$ cat config.mk
export PLATFORM = sky130hd
export DESIGN_NAME = fnfs_front
export DESIGN_NICKNAME = d
export VERILOG_FILES = /design/src/rtl/core/fnfs_pkg.sv /design/src/rtl/core/fnfs_front.sv
export SDC_FILE = /design/constraint.sdc
export NUM_CORES = 2
export LEC_CHECK = 0
export BUFFER_PORTS_ARGS = -buffer_cell sky130_fd_sc_hd__buf_2
export CAP_MARGIN = 40
export CELL_PAD_IN_SITES_DETAIL_PLACEMENT = 0
export CELL_PAD_IN_SITES_GLOBAL_PLACEMENT = 1
export CORE_ASPECT_RATIO = 0.6
export CORE_UTILIZATION = 30
export DETAILED_ROUTE_END_ITERATION = 7
export PLACE_DENSITY = 0.61
export SYNTH_ARGS = -nofsm -noshare
export SYNTH_HDL_FRONTEND = slang
export SYNTH_SLANG_ARGS = --single-unit
$ cat constraint.sdc
create_clock -name clock -period 8.6 [get_ports clock]
set_input_delay 1.72 -clock clock [delete_from_list [all_inputs] [get_ports clock]]
set_output_delay 1.72 -clock clock [all_outputs]
set_load 0.005 [all_outputs]
$ cat src/rtl/core/fnfs_pkg.sv
package fnfs_pkg;

   // Default build values
   localparam int MAX_VECTOR_DEF  = 4096;
   localparam int SAMPLE_BITS_DEF = 16;
   localparam int PHASE_BITS_DEF  = 32;
   localparam int TABLE_DEPTH_DEF = 1024;

   // Fixed field and register widths
   localparam int SENS_W     = 32;
   localparam int VLEN_W     = 13;
   localparam int CP_W       = 13;
   localparam int OFFSET_W   = 16;
   localparam int CSR_IDX_W  = 2;
   localparam int CSR_DATA_W = 32;

   // Register map
   localparam logic [CSR_IDX_W-1:0] CSR_SENSITIVITY   = 2'd0;
   localparam logic [CSR_IDX_W-1:0] CSR_VECTOR_LENGTH = 2'd1;
   localparam logic [CSR_IDX_W-1:0] CSR_CP_LENGTH     = 2'd2;

   localparam logic [VLEN_W-1:0] VLEN_RESET = 13'd64;

   // Q4.12 offset: step = (sensitivity * offset) >> 12
   localparam int STEP_SHIFT = 12;

   // Sine table: unsigned Q0.15 magnitudes, signed coefficients one bit wider
   localparam int TAB_W       = 15;
   localparam int COEF_W      = 16;
   localparam int ROUND_SHIFT = 15;
   localparam int TAB_MAX     = 32767;

   // Front/back queue
   localparam int QUEUE_DEPTH = 4;
   localparam int QUEUE_PTR_W = $clog2(QUEUE_DEPTH);
   localparam int QUEUE_CNT_W = $clog2(QUEUE_DEPTH + 1);

   // Table generation, evaluated at elaboration only
   localparam longint unsigned PI_Q30  = 64'd3373259426;
   localparam longint unsigned ONE_Q30 = 64'd1 << 30;
   localparam longint unsigned TAYLOR_DIV [5] = '{64'd110, 64'd72, 64'd42, 64'd20, 64'd6};

   // x is the Q2.30 angle; nested Taylor form of sin(x) scaled to Q0.15
   function automatic logic [TAB_W-1:0] sine_entry(input longint unsigned x);
      longint unsigned x2;
      longint unsigned t;
      longint unsigned s;
      longint unsigned e;
      x2 = (x * x) >> 30;
      t  = ONE_Q30;
      for (int n = 0; n < 5; n++) begin
         t = ONE_Q30 - (((x2 * t) >> 30) / TAYLOR_DIV[n]);
      end
      s = (x * t) >> 30;
      e = (s * 64'd32767 + (ONE_Q30 >> 1)) >> 30;
      if (e > longint'(TAB_MAX)) begin
         e = longint'(TAB_MAX);
      end
      return e[TAB_W-1:0];
   endfunction

endpackage

$ cat src/rtl/core/fnfs_front.sv
module fnfs_front #(
   parameter int MAX_VECTOR  = fnfs_pkg::MAX_VECTOR_DEF,
   parameter int SAMPLE_BITS = fnfs_pkg::SAMPLE_BITS_DEF,
   parameter int PHASE_BITS  = fnfs_pkg::PHASE_BITS_DEF
) (
   input  logic                                clock,
   input  logic                                reset,
   input  logic                                csr_valid,
   output logic                                csr_ready,
   input  logic [fnfs_pkg::CSR_IDX_W-1:0]      csr_index,
   input  logic [fnfs_pkg::CSR_DATA_W-1:0]     csr_data,
   input  logic                                req_valid,
   output logic                                req_ready,
   input  logic signed [SAMPLE_BITS-1:0]       req_sample_re,
   input  logic signed [SAMPLE_BITS-1:0]       req_sample_im,
   input  logic                                req_frame_start,
   input  logic signed [fnfs_pkg::OFFSET_W-1:0] req_freq_offset,
   input  logic                                q_full,
   output logic                                push_valid,
   output logic signed [SAMPLE_BITS-1:0]       push_re,
   output logic signed [SAMPLE_BITS-1:0]       push_im,
   output logic [PHASE_BITS-1:0]               push_phase,
   output logic                                push_last
);

   localparam int IDX_W  = $clog2(MAX_VECTOR);
   localparam int LEN_W  = $clog2(MAX_VECTOR + 1);
   localparam int CMP_W  = (LEN_W > fnfs_pkg::VLEN_W) ? LEN_W : fnfs_pkg::VLEN_W;
   localparam int PROD_W = fnfs_pkg::SENS_W + fnfs_pkg::OFFSET_W + 1;
   localparam int EXT_W  = (PROD_W > PHASE_BITS + fnfs_pkg::STEP_SHIFT) ?
                           PROD_W : PHASE_BITS + fnfs_pkg::STEP_SHIFT;
   localparam int PFX_W  = PHASE_BITS + fnfs_pkg::CP_W;

   // run: one word/cycle unless stalled; prefix/issue: frame start; recalc: cp write
   localparam logic [1:0] ST_RUN    = 2'd0;
   localparam logic [1:0] ST_PREFIX = 2'd1;
   localparam logic [1:0] ST_ISSUE  = 2'd2;
   localparam logic [1:0] ST_RECALC = 2'd3;

   logic [1:0]                     state_ff, state_in;
   logic [fnfs_pkg::SENS_W-1:0]    sens_ff, sens_in;
   logic [fnfs_pkg::VLEN_W-1:0]    vlen_ff, vlen_in;
   logic [fnfs_pkg::CP_W-1:0]      cp_ff, cp_in;
   logic [PHASE_BITS-1:0]          phase_ff, phase_in;
   logic [PHASE_BITS-1:0]          step_ff, step_in;
   logic [PHASE_BITS-1:0]          prefix_ff, prefix_in;
   logic [IDX_W-1:0]               idx_ff, idx_in;
   logic signed [SAMPLE_BITS-1:0]  hold_re_ff, hold_re_in;
   logic signed [SAMPLE_BITS-1:0]  hold_im_ff, hold_im_in;

   logic                           csr_write;
   logic                           accept;
   logic                           issue;
   logic [PHASE_BITS-1:0]          base_phase;
   logic [PHASE_BITS-1:0]          use_phase;
   logic [IDX_W-1:0]               cur_idx;
   logic [CMP_W-1:0]               vlen_ext;
   logic [CMP_W-1:0]               len_m1;
   logic signed [PROD_W-1:0]       step_prod;
   logic signed [EXT_W-1:0]        step_wide;
   logic [PFX_W-1:0]               prefix_prod;

   assign step_prod   = $signed({1'b0, sens_ff}) * req_freq_offset;
   assign step_wide   = EXT_W'(step_prod);
   assign prefix_prod = {{PHASE_BITS{1'b0}}, cp_ff} * {{fnfs_pkg::CP_W{1'b0}}, step_ff};

   always_comb begin
      csr_ready  = state_ff == ST_RUN;
      req_ready  = (state_ff == ST_RUN) && !csr_valid && !q_full;
      csr_write  = csr_valid && csr_ready;
      accept     = req_valid && req_ready;
      issue      = state_ff == ST_ISSUE;

      // frame start restarts both phase and vector count
      base_phase = issue ? '0 : phase_ff;
      cur_idx    = issue ? '0 : idx_ff;
      use_phase  = (cur_idx == '0) ? base_phase + prefix_ff : base_phase;

      vlen_ext = CMP_W'(vlen_ff);
      if (vlen_ext < CMP_W'(2)) begin
         len_m1 = CMP_W'(1);
      end else if (vlen_ext > CMP_W'(MAX_VECTOR)) begin
         len_m1 = CMP_W'(MAX_VECTOR - 1);
      end else begin
         len_m1 = vlen_ext - CMP_W'(1);
      end
      push_last  = CMP_W'(cur_idx) >= len_m1;

      push_valid = (accept && !req_frame_start) || (issue && !q_full);
      push_re    = issue ? hold_re_ff : req_sample_re;
      push_im    = issue ? hold_im_ff : req_sample_im;
      push_phase = use_phase;

      state_in   = state_ff;
      sens_in    = sens_ff;
      vlen_in    = vlen_ff;
      cp_in      = cp_ff;
      phase_in   = phase_ff;
      step_in    = step_ff;
      prefix_in  = prefix_ff;
      idx_in     = idx_ff;
      hold_re_in = hold_re_ff;
      hold_im_in = hold_im_ff;

      if (csr_write) begin
         case (csr_index)
            fnfs_pkg::CSR_SENSITIVITY: begin
               sens_in = csr_data;
            end
            fnfs_pkg::CSR_VECTOR_LENGTH: begin
               vlen_in = csr_data[fnfs_pkg::VLEN_W-1:0];
            end
            fnfs_pkg::CSR_CP_LENGTH: begin
               cp_in    = csr_data[fnfs_pkg::CP_W-1:0];
               state_in = ST_RECALC;
            end
            default: begin
            end
         endcase
      end

      case (state_ff)
         ST_RUN: begin
            if (accept && req_frame_start) begin
               step_in    = step_wide[PHASE_BITS+fnfs_pkg::STEP_SHIFT-1:fnfs_pkg::STEP_SHIFT];
               hold_re_in = req_sample_re;
               hold_im_in = req_sample_im;
               state_in   = ST_PREFIX;
            end
         end
         ST_PREFIX: begin
            prefix_in = prefix_prod[PHASE_BITS-1:0];
            state_in  = ST_ISSUE;
         end
         ST_ISSUE: begin
            if (!q_full) begin
               state_in = ST_RUN;
            end
         end
         ST_RECALC: begin
            prefix_in = prefix_prod[PHASE_BITS-1:0];
            state_in  = ST_RUN;
         end
         default: begin
            state_in = ST_RUN;
         end
      endcase

      if (push_valid) begin
         phase_in = use_phase + step_ff;
         idx_in   = push_last ? '0 : cur_idx + 1'b1;
      end
   end

   always_ff @(posedge clock) begin
      if (reset) begin
         state_ff  <= ST_RUN;
         sens_ff   <= '0;
         vlen_ff   <= fnfs_pkg::VLEN_RESET;
         cp_ff     <= '0;
         phase_ff  <= '0;
         step_ff   <= '0;
         prefix_ff <= '0;
         idx_ff    <= '0;
      end else begin
         state_ff  <= state_in;
         sens_ff   <= sens_in;
         vlen_ff   <= vlen_in;
         cp_ff     <= cp_in;
         phase_ff  <= phase_in;
         step_ff   <= step_in;
         prefix_ff <= prefix_in;
         idx_ff    <= idx_in;
      end
   end

   always_ff @(posedge clock) begin
      hold_re_ff <= hold_re_in;
      hold_im_ff <= hold_im_in;
   end

endmodule

* Yosys cells after proc, flatten, opt, wreduce, memory -nomap -nowiden
Cells that the tools add are included.
** Operators by class
- Add/subtract/negate cells :: 4
- Multiply operators :: 2
- Magnitude comparators :: 3
- Equality and inequality tests :: 5
- Multiplexer cells :: 13
- Reduce and logical (&&, ||, !) cells :: 19
** Operators by type and width (number)
- $add 32x32->32 :: 2
- $mux 32 :: 2
- $mul 33x16->44 :: 1
- $mul 13x32->32 :: 1
- $mux 16 :: 2
- $mux 13 :: 2
- $mux 12 :: 2
- $ge 12x13->1 :: 1
- $gt 13x13->1 const B :: 1
- $lt 13x2->1 const B :: 1
- $sub 13x1->13 const B :: 1
- $add 12x1->12 const B :: 1
- $logic_not 12->1 :: 1
- $mux 2 :: 4
- $pmux 2 s4 :: 1
- $reduce_and 2->1 :: 4
- $logic_and 1x1->1 :: 7
- $eq 2x2->1 const B :: 3
- $eq 2x1->1 const B :: 2
- $logic_not 2->1 :: 2
- $logic_not 1->1 :: 3
- $reduce_or 2->1 :: 1
- $logic_or 1x1->1 :: 1
** Word-level totals
- Bits in registers :: 200
- Bits of input ports :: 88
- Logic and storage cells :: 56

* Depth between registers and ports, before layout
- Word-level depth :: 7
- Depth in mapped cells :: 27
- Mapped depth without buffers :: 25

* Worst setup path before layout
Ideal clock, no wire load.
- Path kind :: input-to-reg
- Start point :: in req_freq_offset[7] (netlist name)
- End point :: reg step_ff[25]
- Data arrival time :: 7.522 ns
- Required time :: 8.478 ns
- Path slack :: 0.956 ns
- Cell stages on the path :: 24
- Buffers on the path :: 1
- Cell sequence :: clkbuf_1 nand2_1 fa_1 inv_1 fa_1 inv_1 fa_1 inv_1 fa_1 fa_1 inv_1 fa_1 inv_1 ha_1 a21o_1 a21o_2 a211oi_1 a2111oi_2 o21a_2 or2_4 a21oi_4 o21ai_2 nor4b_4 a311o_1
** On the way
- Word-level cells in the longest chain between the ends :: 1
** RTL lines
- start: declaration :: RTL line fnfs_front.sv:17 : input logic signed [fnfs_pkg::OFFSET_W-1:0] req_freq_offset,
- $mul 33x16->44 :: RTL line fnfs_front.sv:63 : assign step_prod = $signed({1'b0, sens_ff}) * req_freq_offset;
- end signal: assignment :: RTL line fnfs_front.sv:171 : step_ff <= step_in;
- end: declaration :: RTL line fnfs_front.sv:45 : logic [PHASE_BITS-1:0] step_ff, step_in;
No other way between the ends.
A chain may end at the register's enable or synchronous reset.

* Worst setup path after layout
- Start point :: in req_freq_offset[3] (netlist name)
- End point :: reg step_ff[25]
Same word-level chain as after synthesis.

==> flow_summary.json <==
{
  "syn_to_final_growth_pct": 9.338,
  "criticalPathCategory": "input pin to flip-flop",
  "final_cell_mix": "789 x nand2_1, 762 x inv_1, 672 x fa_1",
  "clk_pin_slew_ps": 80,
  "synth_edf_count": 32,
  "seq_area_frac_synth": 0.1178,
  "cts_hold_buf": 0,
  "async_flop_share": 0,
  "hold_viol": 0,
  "clkSinkCount": 200,
  "syn_area_per_cell_um2": 8.570,
  "cts_resized": 0,
  "status": "finished, final reports clean",
  "wirelength_um": 113400,
  "min_period_ps": 7798,
  "vias": 28290,
  "netlist_instances": 4284,
  "cap_violations": 0,
  "slowest_delay_ps": 570,
  "finClkSkew_ps": 33.15,
  "die_y_um": 273.0,
  "cts_max_level": 4,
  "synth_area_leaders": "fa_1 37%, dfxtp_1 9.2%, ha_1 8.6%, nand2_1 8.1%, inv_1 7.8%",
  "synth.cell_area_um2": 36710,
  "placedCellCount": 5922,
  "cp.arrival_ps": 8180,
  "yosysWarnings": 0,
  "row_count": 98,
  "end_kind": "flip-flop",
  "total_power_mw": 3.307,
  "boundaryPins": 156,
  "cts_buffer_depth": 2,
  "setup_viol": 0,
  "antenna_found_initial": 8,
  "setup_ws_ps": 802.0,
  "powerDensity_nw_per_um2": 82.38,
  "synth_fp_nets": 5297,
  "utilization": 0.3340,
  "io_buffers": 155,
  "cp.required_ps": 8980,
  "min_path_type": "flip-flop to flip-flop",
  "clk_latency_ps": 510,
  "cts_buffers": 17,
  "synth.distinct_cells": 95,
  "crit_path_frequent_cell": "fa_1",
  "synthDominantCellAreaShare": 0.3664,
  "drt-initial-drc-count": 1667,
  "grt.total_usage": 0.1907,
  "place_ws_ps": 278.4,
  "grt_pass1_vias": 29864,
  "synth_seq_cells": 200,
  "drt-wirelength-per-cell_um": 19.05,
  "postCtsSetupBuffers": 0,
  "die-area_um2": 123800,
  "final_common_cell": "nand2_1",
  "crit_slowest_cell": "fa_1",
  "die_x_um": 453.6,
  "gp_congestion": 0.8684,
  "layout-drive-gt1-share": 0.08360,
  "max_slew.worst_pin.slew_ps": 925.7,
  "cts_tree": "yes",
  "n_antenna_cell": 0,
  "start_kind": "input pin",
  "fin_crit_sh": 0.9067,
  "stdcell_count": 5954,
  "slew_headroom": 0.3731,
  "clockRootBuffer": "clkbuf_16",
  "fillers": 12703,
  "drc": 0,
  "yosys_most_used_dff": "dfxtp_1",
  "crit_fanout": 18,
  "grt_remaining_overflow": 0,
  "grt_max_degree": 82,
  "design.core.area_um2": 120200,
  "nets": 5354,
  "setup_tns_ps": 0,
  "drv_slew": 0,
  "dr.pass1.iters": 8,
  "via_per_inst": 4.751,
  "rsz0062_at_grt": "no",
  "p_leak_nw": 18.42,
  "grt_pass1_wl_um": 181000,
  "hpwl_um": 92320,
  "peakVddDrop_v": 0.0001381,
  "initial_core_util": 0.3055,
  "antenna_left": 0,
  "timing.fmax_ghz": 0.1282,
  "crit_chain": "buf_2 > nand2_1 > fa_1 > fa_1 > fa_1 > fa_1 > inv_1 > fa_1 > inv_1 > fa_1 > inv_1 > ha_1 > a21oi_1 > o21ai_0 > buf_4 > a221oi_4 > a2111oi_2 > buf_4 > o21a_2 > or2_4 > a21oi_4 > o21ai_2 > nor4b_4 > a311o_1",
  "synth_top_cell_by_area": "fa_1"
}
where the power goes:
group	internal, mW	switching [mW]	leakage [nW]
clock network	0.394	0.482	0.291
logic	0.552	0.844	16.5
registers	0.974	0.0609	1.65
cells in the mapped netlist, drive strengths merged, types with 5 or more instances:
cell / n
a211oi: 21
a21o: 58
a21oi: 203
a31oi: 9
and2: 358
and3: 17
buf: 19
clkbuf: 192
dfxtp: 168
edfxtp: 32
fa: 672
ha: 253
inv: 765
mux2: 35
mux2i: 26
nand2: 789
nand2b: 20
nand3: 49
nand4: 13
nor2: 138
nor2b: 11
nor3: 26
nor3b: 5
nor4: 6
nor4b: 9
o21a: 20
o21ai: 101
o21bai: 14
o31ai: 13
or3: 13
or4: 5
xnor2: 92
xor2: 54
path summary, 6_finish.rpt:
| kind | start | end | slack, ps | cells after the start |
|---|---|---|---|---|
| worst max-delay path | req_freq_offset[3] | step_ff[25] | 800 | 24 |
| worst min register to register | phase_ff[17] | phase_ff[17] | 450 | 2 |
| worst min-delay path | phase_ff[17] | phase_ff[17] | 450 | 2 |
| worst max register to register | state_ff[1] | phase_ff[29] | 1290 | 25 |
per-layer routing:
metal	track usage	part of all wire	vias up
met5	0	0	-
met4	0.04259	0.019	0
met3	0.03057	0.058	93
met2	0.2741	0.40	678
met1	0.2946	0.52	14246
li1	-	-	13273
registers in the layout (all words and copies together), names as in the netlist:
register	flops
phase_ff	32
prefix_ff	32
sens_ff	32
step_ff	32
hold_im_ff	16
hold_re_ff	16
cp_ff	13
vlen_ext	13
idx_ff	12
state_ff	2
logic make-up after synthesis:
kind of cell,Yosys count,synth area share
compound gates,500,0.08636
xor+xnor,147,0.03548
fa+ha+maj,925,0.4527
buf+inv,979,0.1014
flops,200,0.1178
mux,61,0.01782
simple gates,1472,0.1885
through the flow:
| stage | hold slack (ps) | area [um^2] |
|---|---|---|
| after floorplan | 427.3 | 36710 |
| after global routing | 463.7 | 40140 |
| after CTS | 450.5 | 40140 |
| after global placement | 433.0 | 39280 |
| final | 448.2 | 40140 |
| after detailed placement | 440.4 | 39540 |
critical path: cells and delay by family:
family	cells	cell delay, ps
compound gates	8	1630
buf+inv	6	900
fa+ha+maj	7	3290
simple gates	3	580
cell type report:
cell class | count | area (um^2) | area share
Multi-Input combinational cell | 3105 | 28680 | 0.7145
Sequential cell | 200 | 4328 | 0.1078
Inverter | 766 | 2875 | 0.07163
Tap cell | 1600 | 2002 | 0.04987
Timing Repair Buffer | 251 | 1658 | 0.04130
Clock buffer | 17 | 425.4 | 0.01060
Clock inverter | 15 | 171.4 | 0.004270
(Power assumes the default switching activity.)
