## config.mk

```make
export PLATFORM = sky130hd
export DESIGN_NAME = fnfs_queue
export DESIGN_NICKNAME = d
export VERILOG_FILES = /design/src/rtl/core/fnfs_pkg.sv /design/src/rtl/core/fnfs_queue.sv
export SDC_FILE = /design/constraint.sdc
export NUM_CORES = 1
export LEC_CHECK = 0
export BUFFER_PORTS_ARGS = -buffer_cell sky130_fd_sc_hd__buf_2
export CORE_UTILIZATION = 30
export DETAILED_ROUTE_END_ITERATION = 12
export HOLD_SLACK_MARGIN = 0.12
export SLEW_MARGIN = 40
export SYNTH_ARGS = -nofsm -noshare
export SYNTH_HDL_FRONTEND = slang
export SYNTH_SLANG_ARGS = --single-unit
```

## constraint.sdc

```tcl
create_clock -name clock -period 2.6 [get_ports clock]
set_input_delay 0 -clock clock [delete_from_list [all_inputs] [get_ports clock]]
set_output_delay 0 -clock clock [all_outputs]
set_load 0.05 [all_outputs]
```

## src/rtl/core/fnfs_pkg.sv

```systemverilog
package fnfs_pkg;

   // Default build values
   localparam int MAX_VECTOR_DEF  = 4096;
   localparam int SAMPLE_BITS_DEF = 16;
   localparam int PHASE_BITS_DEF  = 32;
   localparam int TABLE_DEPTH_DEF = 1024;

   // Fixed field and register widths
   localparam int SENS_W     = 32;
   localparam int VLEN_W     = 13;
   localparam int CP_W       = 13;
   localparam int OFFSET_W   = 16;
   localparam int CSR_IDX_W  = 2;
   localparam int CSR_DATA_W = 32;

   // Register map
   localparam logic [CSR_IDX_W-1:0] CSR_SENSITIVITY   = 2'd0;
   localparam logic [CSR_IDX_W-1:0] CSR_VECTOR_LENGTH = 2'd1;
   localparam logic [CSR_IDX_W-1:0] CSR_CP_LENGTH     = 2'd2;

   localparam logic [VLEN_W-1:0] VLEN_RESET = 13'd64;

   // Q4.12 offset: step = (sensitivity * offset) >> 12
   localparam int STEP_SHIFT = 12;

   // Sine table: unsigned Q0.15 magnitudes, signed coefficients one bit wider
   localparam int TAB_W       = 15;
   localparam int COEF_W      = 16;
   localparam int ROUND_SHIFT = 15;
   localparam int TAB_MAX     = 32767;

   // Front/back queue
   localparam int QUEUE_DEPTH = 4;
   localparam int QUEUE_PTR_W = $clog2(QUEUE_DEPTH);
   localparam int QUEUE_CNT_W = $clog2(QUEUE_DEPTH + 1);

   // Table generation, evaluated at elaboration only
   localparam longint unsigned PI_Q30  = 64'd3373259426;
   localparam longint unsigned ONE_Q30 = 64'd1 << 30;
   localparam longint unsigned TAYLOR_DIV [5] = '{64'd110, 64'd72, 64'd42, 64'd20, 64'd6};

   // x is the Q2.30 angle; nested Taylor form of sin(x) scaled to Q0.15
   function automatic logic [TAB_W-1:0] sine_entry(input longint unsigned x);
      longint unsigned x2;
      longint unsigned t;
      longint unsigned s;
      longint unsigned e;
      x2 = (x * x) >> 30;
      t  = ONE_Q30;
      for (int n = 0; n < 5; n++) begin
         t = ONE_Q30 - (((x2 * t) >> 30) / TAYLOR_DIV[n]);
      end
      s = (x * t) >> 30;
      e = (s * 64'd32767 + (ONE_Q30 >> 1)) >> 30;
      if (e > longint'(TAB_MAX)) begin
         e = longint'(TAB_MAX);
      end
      return e[TAB_W-1:0];
   endfunction

endpackage

```

## src/rtl/core/fnfs_queue.sv

```systemverilog
module fnfs_queue #(
   parameter int WIDTH = 1
) (
   input  logic             clock,
   input  logic             reset,
   input  logic             push_valid,
   input  logic [WIDTH-1:0] push_data,
   output logic             full,
   input  logic             pop,
   output logic             pop_valid,
   output logic [WIDTH-1:0] pop_data
);

   logic [WIDTH-1:0]                  entries_ff [fnfs_pkg::QUEUE_DEPTH];
   logic [fnfs_pkg::QUEUE_PTR_W-1:0]  wr_ptr_ff;
   logic [fnfs_pkg::QUEUE_PTR_W-1:0]  wr_ptr_in;
   logic [fnfs_pkg::QUEUE_PTR_W-1:0]  rd_ptr_ff;
   logic [fnfs_pkg::QUEUE_PTR_W-1:0]  rd_ptr_in;
   logic [fnfs_pkg::QUEUE_CNT_W-1:0]  count_ff;
   logic [fnfs_pkg::QUEUE_CNT_W-1:0]  count_in;
   logic                              do_push;
   logic                              do_pop;

   always_comb begin
      full      = count_ff == fnfs_pkg::QUEUE_CNT_W'(fnfs_pkg::QUEUE_DEPTH);
      pop_valid = count_ff != '0;
      pop_data  = entries_ff[rd_ptr_ff];
      do_push   = push_valid && !full;
      do_pop    = pop && pop_valid;
      wr_ptr_in = do_push ? wr_ptr_ff + 1'b1 : wr_ptr_ff;
      rd_ptr_in = do_pop ? rd_ptr_ff + 1'b1 : rd_ptr_ff;
      count_in  = count_ff;
      if (do_push && !do_pop) begin
         count_in = count_ff + 1'b1;
      end else if (do_pop && !do_push) begin
         count_in = count_ff - 1'b1;
      end
   end

   always_ff @(posedge clock) begin
      if (reset) begin
         wr_ptr_ff <= '0;
         rd_ptr_ff <= '0;
         count_ff  <= '0;
      end else begin
         wr_ptr_ff <= wr_ptr_in;
         rd_ptr_ff <= rd_ptr_in;
         count_ff  <= count_in;
      end
   end

   always_ff @(posedge clock) begin
      if (do_push) begin
         entries_ff[wr_ptr_ff] <= push_data;
      end
   end

endmodule

```

# Yosys cells after proc, flatten, opt, wreduce, memory -nomap -nowiden
# Memory sizes are Yosys's and may differ from the RTL's. A register that Yosys moved wholly into a read port is not among the register bits.
# Cells that the tools add are included.
# totals
inputBits	5
wordCells	24
ramBits	4
output_inout_bits	3
n_memories	1
regBits	7
# memory_table
name	words	width	read_ports	rd_clocked_by_memory_dff	write_ports	line	source
entries_ff	4	1	1	1	1	fnfs_queue.sv:14	logic [WIDTH-1:0] entries_ff [fnfs_pkg::QUEUE_DEPTH];
# op_classes
eq_ne	1
addsub	4
reduce_logical	9
mux	6
# op_table
cell	count
2-to-1 mux 3 bit	2
adder 2 x 1 -> 2 bit (second input constant)	2
logical AND 1 bit	4
2-to-1 mux 2 bit	2
adder 3 x 1 -> 3 bit (second input constant)	1
== test 3 bit (second input constant)	1
logical NOT 1 bit	3
nonzero test 3 bit	1
subtractor 3 x 1 -> 3 bit (second input constant)	1
2-to-1 mux 1 bit	2
nonzero test 2 bit	1

# Longest topological paths before layout
# Gate-level depths: netlist (run 1).
# logic_depth
word_depth	7
depth_mapped	8
ltp_nobuf	8

# Worst setup path after synthesis (run 1)
# Ideal clock, no wire load.
# synth_timing
path_type	flip-flop to flip-flop
startpoint	register count_ff[0] in the netlist's numbering
endpoint	register count_ff[2] in the netlist's numbering
t_arrival_ps	2032
t_required_ps	2530
synth_period_minus_slack_ps	2103
path_stages_with_launch	9
setup_time_ps	70
slack_ps	497
path_buffers	0
path_cell_list	dfxtp_1 nor3b_4 nor2_2 ha_1 inv_1 fa_1 xor2_1 or3_1 a21oi_1
# synth_via
elab_chain_len	6
elab_cells_between_ends	14
classes_between	add/sub: 2; eq/ne: 1; mux: 2; reduce/logical: 9
# synth_rtl
element	line	source
start, declared	fnfs_queue.sv:19	logic [fnfs_pkg::QUEUE_CNT_W-1:0] count_ff;
start signal, assigned	fnfs_queue.sv:48	count_ff <= count_in;
== test 3 bit *	fnfs_queue.sv:25	full = count_ff == fnfs_pkg::QUEUE_CNT_W'(fnfs_pkg::QUEUE_DEPTH);
net full	fnfs_queue.sv:8	output logic full,
logical NOT 1 bit *	fnfs_queue.sv:28	do_push = push_valid && !full;
logical AND 1 bit *	fnfs_queue.sv:28	
net do_push	fnfs_queue.sv:21	logic do_push;
logical NOT 1 bit	fnfs_queue.sv:35	end else if (do_pop && !do_push) begin
logical AND 1 bit	fnfs_queue.sv:35	
nonzero test 2 bit (no source line)	--	
# The timed path passes the listed nets; every way through them passes the cells marked *. The select of a mux whose other input is x is not followed.
# A chain may end at the register's enable or synchronous reset.

# Worst setup path in the final report (run 1)
# layout_timing
startpoint	register count_ff[0] in the netlist's numbering
endpoint	register count_ff[2] in the netlist's numbering
# layout_via
elab_chain_len	6
elab_cells_between_ends	14
classes_between	add/sub: 2; eq/ne: 1; mux: 2; reduce/logical: 9
# layout_rtl
element	line
== test 3 bit *	fnfs_queue.sv:25
logical NOT 1 bit *	fnfs_queue.sv:28
logical AND 1 bit *	fnfs_queue.sv:28
net do_push	fnfs_queue.sv:21
logical NOT 1 bit	fnfs_queue.sv:35
logical AND 1 bit	fnfs_queue.sv:35
nonzero test 2 bit (no source line)	--
# Marks and branches as above.

==> results of run 1 <==
## synth_stat cells, types with 2 or more instances
cell type / instances
inv_1: 4
ha_1: 5
dfxtp_1: 9
xor2_1: 4
a21oi_1: 2
edfxtp_1: 4
or3_1: 3
and2_1: 4
nor2_1: 5
o21ai_0: 2
## metal layers
| metal | vias up | share of wire (%) | global-route usage (%) |
|---|---|---|---|
| li1 | 210 | - | - |
| met1 | 168 | 45 | 13.3 |
| met2 | 9 | 48 | 19.5 |
| met3 | 2 | 5.2 | 6.92 |
| met4 | 0 | 1.4 | 5.14 |
| met5 | - | 0 | 0 |
## worst reg2reg max path, cell delays in order (launching register included)
cell     delay, ps
dfxtp_1        520
nor3b_4        100
nor2_2         200
ha_1           220
inv_1           60
fa_1           380
xor2_1         170
or3_1          310
a21oi_1        140
## cell families (layout without fill, tap and decap cells)
group                      Yosys count  in the layout  share of synthesized area, %
adders and majority gates            6              6                          13.4
muxes                                2              2                          5.27
xor gates and xnor gates             4              4                          5.68
and+or+nand+nor                     15             15                          15.4
AOI/OAI and AO/OA                    7              7                          7.91
DFF                                 13             13                          48.7
buffers and inverters                6             20                          3.65
## where the power goes
group          leakage, nW  internal (mW)  total [mW]  switching [mW]
registers            0.111          0.257       0.311          0.0537
clock network       0.0150         0.0594       0.119          0.0598
logic                0.182          0.119       0.295           0.177
total                0.308          0.435       0.726           0.290
## final timing paths
path	from	endpoint	slack [ps]	cells after the start
worst min register to register	rd_ptr_ff[0]	rd_ptr_ff[0]	540	2
worst max register to register	count_ff[0]	count_ff[2]	430	8
worst max-delay path	count_ff[0]	count_ff[2]	430	8
worst min-delay path	push_data	entries_ff[0]	490	2
## final cells by class
class | count | area, µm² | share of cell area (%)
multi-input combinational | 34 | 294 | 39.3
inverter | 5 | 18.8 | 2.51
sequential | 13 | 300 | 40.1
tap | 27 | 33.8 | 4.52
clock buffer | 4 | 26.3 | 3.51
timing repair buffer | 11 | 75.1 | 10.0
==> flow_summary.toml, run 1 <==
[run_status]
status = "finished clean"

[timing]
tightest_slew_ps = 335
setup_tns_ps = 0
fin_crit_sh_pct = 83.3
fin_worst_skew_ps = 3.98
setup_viol = 0
holdWs_ps = 490
hold_viol = 0
slew_headroom_pct = 77.6
fin_ws_ps = 433
rsz0062_at_grt = "no"
fin_crit_ps = 2170
fmax_ghz = 0.462
maxSlewViolCount = 0

[placement]
place_hpwl_um = 742
gp_congestion = 0.697
place_area_um2 = 682
placed_cells = 86
place_ws_ps = 460
portBuffers = 7

[die]
coreArea_um2 = 1940
die_h_um = 47.3
io_pins = 8
dieArea_um2 = 2240
row_count = 16
start_util_pct = 31.8
die_w_um = 47.3

[clock_network]
tritoncts.num_buffers = 3
clk-insertion-delay-late_ps = 270
cts_tree = "yes"
clk_pin_slew_worst_paths_ps = 70
cts_hold_buf = 4
ctsResizeCount = 0
cts_sinks = 13
clock_tree.root_cell = "clkbuf_4"
cts_setup_buffers = 0
htreeDepth = 1
cts_buffer_depth = 2

[cells_and_area]
final_cell_mix = "dfxtp_1 (9), buf_2 (7), nor2_1 (5), ha_1 (5)"
final_common_cell = "dfxtp_1"
final_area_um2 = 748
nets = 79
fin_cells = 94
fin_util_pct = 38.5
antenna_cells = 0
synthToLayoutAreaGrowth_pct = 21.3
fillCellCount = 207
drive_gt1_share_pct = 20.9

[worst_setup_path]
startpoint_type = "register"
crit_chain = "nor3b_4 > nor2_2 > ha_1 > inv_1 > fa_1 > xor2_1 > or3_1 > a21oi_1"
worst-setup-path-type = "register to register"
critPathRequiredTime_ps = 2810
cp.buffers_inverters = 1
cpPeakStageDelay_ps = 520
end_kind = "register"
worst_path_max_delay_cell = "dfxtp_1"
crit_family = "simple AND/OR/NAND/NOR gates"
cp_max_fo = 6
worstPathArrival_ps = 2380

[power]
p_leak_nw = 0.308
total_power_mw = 0.726
power_density_nw_per_um2 = 970
max-vdd-ir-drop_mv = 0.637

[yosys]
ys_ff_latch = 13
async_flop_share_pct = 0
synth_edf_count = 4
synth.top_cell.area_share_pct = 29.2
ys_warn_count = 0
synth_area_um2 = 617
syn_area_per_cell_um2 = 11.6
synth_area_leader_cell = "dfxtp_1"
synth.distinct_cells = 21
synthFlopType = "dfxtp_1"
syn_inst = 53
ys_seq_area_share_pct = 48.7
synth_nets = 64
synth.area.top_cells = "dfxtp_1 (29%), edfxtp_1 (19%), ha_1 (10%)"

[grt]
grt.total_usage_pct = 12.2
gr-total-overflow = 0
antenna_found_initial = 0
grt_max_degree = 10
grt_pass1_wl_um = 1750
grt_pass1_vias = 395

[route]
antenna_left = 0
wirelength_um = 1010
vias = 389
drt_first_pass_iters = 2
post_drt_wl_per_cell_um = 10.8
route.detailed.drc = 0
detail_route.iter0.violations = 6
vias_per_cell = 4.14

[min_path]
hold_class = "input pin to register"

[flow_run]
drv_cap = 0
Note: power is estimated with default switching activity, not from simulation.
==> inputs of run 2 (changes only) <==
--- a/config.mk
+++ b/config.mk
@@ -5,6 +5,7 @@
 export SDC_FILE = /design/constraint.sdc
 export NUM_CORES = 1
 export LEC_CHECK = 0
+export ABC_AREA = 1
 export BUFFER_PORTS_ARGS = -buffer_cell sky130_fd_sc_hd__buf_2
 export CORE_UTILIZATION = 30
 export DETAILED_ROUTE_END_ITERATION = 12
==> constraint.sdc (replaced) <==
create_clock -name clock -period 1.9 [get_ports clock]
set_input_delay 0 -clock clock [delete_from_list [all_inputs] [get_ports clock]]
set_output_delay 0 -clock clock [all_outputs]
set_load 0.05 [all_outputs]
==> flow_summary.toml, run 2 <==
[grt]
grt_pass1_vias = 468
gr-total-overflow = 0
grt_max_degree = 8
antenna_found_initial = 0
grt.total_usage_pct = 10.0
grt_pass1_wl_um = 1810

[min_path]
hold_end = "count_ff[0]"
hold_class = "register to register"
min_path_cells = 1
hold_path_startpoint = "count_ff[0]"

[timing]
fin_worst_skew_ps = 10.3
fin_crit_sh_pct = 91.4
setup_viol = 0
maxSlewViolCount = 0
hold_viol = 0
fmax_ghz = 0.576
rsz0062_at_grt = "no"
setup_tns_ps = 0
holdWs_ps = 470
fin_crit_ps = 1740
tightest_slew_ps = 248
slew_headroom_pct = 83.6

[yosys]
synth.distinct_cells = 15
async_flop_share_pct = 0
syn_inst = 80
synth_area_leader_cell = "dfxtp_1"
synth.area.top_cells = "dfxtp_1 (27%), edfxtp_1 (18%), ha_1 (9.5%)"
ys_ff_latch = 13
synth_edf_count = 4
syn_area_per_cell_um2 = 8.20
synth_common_cells = "inv_1 (15), nor2_1 (13), nand2_1 (12), dfxtp_1 (9), a21oi_1 (6)"
yosysMostFrequentCell = "inv_1"
synth_nets = 91
synth.top_cell.area_share_pct = 27.5
ys_warn_count = 0
ys_seq_area_share_pct = 45.8
synth_area_um2 = 656
synthFlopType = "dfxtp_1"

[placement]
gp_congestion = 0.783
portBuffers = 7
place_hpwl_um = 779
placed_cells = 115
place_area_um2 = 732

[power]
power_frac_comb_pct = 49.6
share_seq_of_total_power_pct = 36.4
power_density_nw_per_um2 = 1410
clkPwrFrac_pct = 14.1
max-vdd-ir-drop_mv = 0.643
p_sw_mw = 0.519
p_leak_nw = 0.394
p_int_mw = 0.643
swShare_pct = 44.6

[die]
coreArea_um2 = 2000
io_pins = 8
dieArea_um2 = 2380
die_h_um = 48.8
row_count = 16
die_w_um = 48.8
start_util_pct = 32.8

[clock_network]
clock_tree.root_cell = "clkbuf_4"
cts_sinks = 13
cts_buffer_depth = 2
clk-insertion-delay-late_ps = 270
tritoncts.num_buffers = 3
htreeDepth = 1
clk_pin_slew_worst_paths_ps = 80
cts_tree = "yes"
cts_setup_buffers = 0

[run_status]
status = "finished clean"

[route]
vias_per_cell = 4.18
vias = 522
route.detailed.drc = 0
detail_route.iter0.violations = 6
wirelength_um = 1040
post_drt_wl_per_cell_um = 8.34
antenna_left = 0
drt_first_pass_iters = 4

[worst_setup_path]
critPathRequiredTime_ps = 2070
rrSetupSlack_ps = 160
cp_max_fo = 6
worst_path_max_delay_cell = "fa_1"
worst-setup-path-type = "register to register"
crit_family = "adder cells"
worstPathArrival_ps = 1900
cpPeakStageDelay_ps = 400
regToRegStartpoint = "count_ff[1]"
crit_chain = "inv_2 > nand3_2 > nand2_1 > inv_1 > ha_2 > inv_1 > fa_1 > o21ai_0 > a21oi_1"
r2r-end = "count_ff[1]"
cp.buffers_inverters = 3
end_kind = "register"
r2r_cells = 9
startpoint_type = "register"
cpMostUsedCell = "inv_1"

[cells_and_area]
fin_util_pct = 41.3
final_area_um2 = 826
synthToLayoutAreaGrowth_pct = 26.0
nets = 110
final_cell_mix = "inv_1 (15), nor2_1 (13), nand2_1 (12)"
fillCellCount = 203
final_common_cell = "inv_1"
drive_gt1_share_pct = 19.4
antenna_cells = 0
fin_cells = 125

[flow_run]
drv_cap = 0
==> run 2: cell families (layout without fill, tap and decap cells) <==
| family | Yosys count | in the layout | share of synthesized area, % |
|---|---|---|---|
| DFF | 13 | 13 | 45.8 |
| buffers and inverters | 18 | 36 | 10.3 |
| and+or+nand+nor | 32 | 32 | 22.9 |
| AOI/OAI and AO/OA | 11 | 11 | 8.40 |
| adders and majority gates | 6 | 6 | 12.6 |
==> run 2: worst max-delay path by stage <==
stage | start | to | slack, ps | depth (start not counted)
after floorplan | count_ff[0] | count_ff[2] | 220 | 13
after global placement | count_ff[0] | count_ff[2] | 160 | 13
after detailed placement | count_ff[0] | count_ff[2] | 100 | 13
after CTS | count_ff[0] | count_ff[2] | 80 | 13
after global routing | count_ff[1] | count_ff[2] | 20 | 13
final | count_ff[1] | count_ff[1] | 160 | 9
==> run 2: power groups by stage <==
stage	registers (mW)	logic, mW	clock network, mW
after floorplan	0.409	0.446	0
after global placement	0.420	0.530	0
after detailed placement	0.421	0.547	0
after CTS	0.414	0.573	0.171
after global routing	0.432	0.649	0.184
final	0.422	0.576	0.164
==> run 2: routing by layer <==
layer | GRT usage (%) | share of wire, %
met3 | 4.72 | 5.6
met5 | 0 | 0
met4 | 2.94 | 0
met2 | 16.4 | 45
met1 | 11.6 | 50
==> run 2: metrics by stage <==
step,power [mW],setup WS [ps]
floorplan,0.855,223
global route,1.26,16.4
global placement,0.950,163
detailed placement,0.968,100
CTS,1.16,83.2
finish,1.16,162
==> run 2: layout make-up <==
cell class | instances | area, µm² | share of cell area [%]
repair buffers | 14 | 103 | 12.4
multi-input cells | 49 | 290 | 35.2
inverters | 18 | 67.6 | 8.18
well taps | 27 | 33.8 | 4.09
clock buffers | 4 | 26.3 | 3.18
flip-flops and latches | 13 | 305 | 37.0
==> run 2: timing repair <==
item                                    CTS  global route
hold buffers                              6             0
endpoints found under the setup margin    0             1
endpoints found under the hold margin    13             0
resized for setup                         0             4
==> inputs of run 3 (changes only) <==
--- a/config.mk
+++ b/config.mk
@@ -8,6 +8,7 @@
 export ABC_AREA = 1
 export BUFFER_PORTS_ARGS = -buffer_cell sky130_fd_sc_hd__buf_2
 export CORE_UTILIZATION = 30
+export CTS_BUF_LIST = sky130_fd_sc_hd__clkbuf_16
 export DETAILED_ROUTE_END_ITERATION = 12
 export HOLD_SLACK_MARGIN = 0.12
 export SLEW_MARGIN = 40
==> flow_summary.toml, run 3 (synthesis gave the netlist of run 2 again) <==
[run_status]
status = "finished clean"

[power]
p_int_mw = 0.825
power_density_nw_per_um2 = 1600
p_leak_nw = 0.411
swShare_pct = 40.2
share_seq_of_total_power_pct = 30.8
power_frac_comb_pct = 41.3
clkPwrFrac_pct = 27.9
p_sw_mw = 0.553
max-vdd-ir-drop_mv = 0.968

[route]
antenna_left = 0
wirelength_um = 1060
post_drt_wl_per_cell_um = 8.62
vias = 512
route.detailed.drc = 0
vias_per_cell = 4.16
detail_route.iter0.violations = 2
drt_first_pass_iters = 4

[flow_run]
drv_cap = 0

[min_path]
min_path_cells = 1
hold_class = "register to register"
hold_end = "count_ff[0]"
hold_path_startpoint = "count_ff[0]"

[grt]
grt_pass1_wl_um = 1810
gr-total-overflow = 0
grt_max_degree = 8
grt.total_usage_pct = 10.4
antenna_found_initial = 0
grt_pass1_vias = 466

[cells_and_area]
drive_gt1_share_pct = 18.8
final_cell_mix = "inv_1 (16), nor2_1 (13), nand2_1 (12)"
nets = 108
final_common_cell = "inv_1"
antenna_cells = 0
fin_util_pct = 43.0
synthToLayoutAreaGrowth_pct = 31.3

[worst_setup_path]
cpMostUsedCell = "inv_1"
cpPeakStageDelay_ps = 400
crit_chain = "inv_2 > nand3_4 > nand2_1 > inv_1 > ha_1 > inv_1 > fa_1 > o21ai_0 > a21oi_1"
worst_path_max_delay_cell = "fa_1"
startpoint_type = "register"
regToRegStartpoint = "count_ff[1]"
r2r-end = "count_ff[1]"
end_kind = "register"
worstPathArrival_ps = 1850
critPathRequiredTime_ps = 2030
r2r_cells = 9
worst-setup-path-type = "register to register"
cp_max_fo = 6
rrSetupSlack_ps = 170

[die]
row_count = 16
coreArea_um2 = 2000
die_h_um = 48.8
start_util_pct = 32.8
io_pins = 8
dieArea_um2 = 2380
die_w_um = 48.8

[clock_network]
cts_setup_buffers = 0
cts_tree = "yes"
cts_buffer_depth = 2
clock_tree.root_cell = "clkbuf_16"
clk-insertion-delay-late_ps = 240
clk_pin_slew_worst_paths_ps = 50
tritoncts.num_buffers = 3
cts_sinks = 13
htreeDepth = 1

[placement]
gp_congestion = 0.783
place_hpwl_um = 779
portBuffers = 7

[timing]
tightest_slew_ps = 248
fin_worst_skew_ps = 6.12
maxSlewViolCount = 0
slew_headroom_pct = 83.6
fin_crit_ps = 1730
setup_tns_ps = 0
fin_crit_sh_pct = 90.9
rsz0062_at_grt = "no"
setup_viol = 0
hold_viol = 0
fmax_ghz = 0.579
## run 3: how the worst max path moves through the flow
stage             endpoint   startpoint  depth (start not counted)
2_1_floorplan  count_ff[2]  count_ff[0]                         13
3_3_place_gp   count_ff[2]  count_ff[0]                         13
3_5_place_dp   count_ff[2]  count_ff[0]                         13
4_1_cts        count_ff[2]  count_ff[0]                         13
5_1_grt        count_ff[2]  count_ff[0]                         13
6_report       count_ff[1]  count_ff[1]                          9
## run 3: per-stage QoR
step                std cells  area (µm²)  hold slack, ps  worst slack [ps]  total power, mW
finish                    123         861             476               173             1.38
global route              123         861             502              29.2             1.48
CTS                       123         851             505              84.3             1.36
detailed placement        115         732             223               100            0.968
global placement          115         732             224               163            0.950
floorplan                  80         656            98.9               223            0.855
## run 3: final cells by class
class | count | area [µm²]
Clock buffer | 3 | 75.1
Clock inverter | 1 | 3.75
Tap cell | 27 | 33.8
Fill cell | 195 | 1140
Multi-Input combinational cell | 49 | 295
Timing Repair Buffer | 12 | 82.6
Sequential cell | 13 | 303
Inverter | 18 | 67.6
## run 3: critical path, delay by kind of cell, from the launching register on
family	cells	cell delay, ps
DFF	1	330
and+or+nand+nor	2	210
adders and majority gates	2	610
AOI/OAI and AO/OA	2	220
buffers and inverters	3	250
## run 3: per-layer routing
metal  track usage (%)  up-vias  part of all wire [%]
met3              5.66        2                   5.1
met4              4.41        0                  0.94
met1              11.6      216                    51
li1                  -      281                     -
met5                 0        -                     0
met2              16.2       13                    43
## run 3: repair_timing
item	in CTS	in global routing
endpoints found under the hold margin	9	0
gates resized for setup	0	3
hold buffers	4	0
endpoints found under the setup margin	0	1
## run 3: power groups by stage
stage               clock, mW  sequential [mW]  combinational, mW
global route            0.410            0.433              0.640
global placement            0            0.420              0.530
finish                  0.385            0.424              0.569
CTS                     0.390            0.416              0.558
floorplan                   0            0.409              0.446
detailed placement          0            0.421              0.547
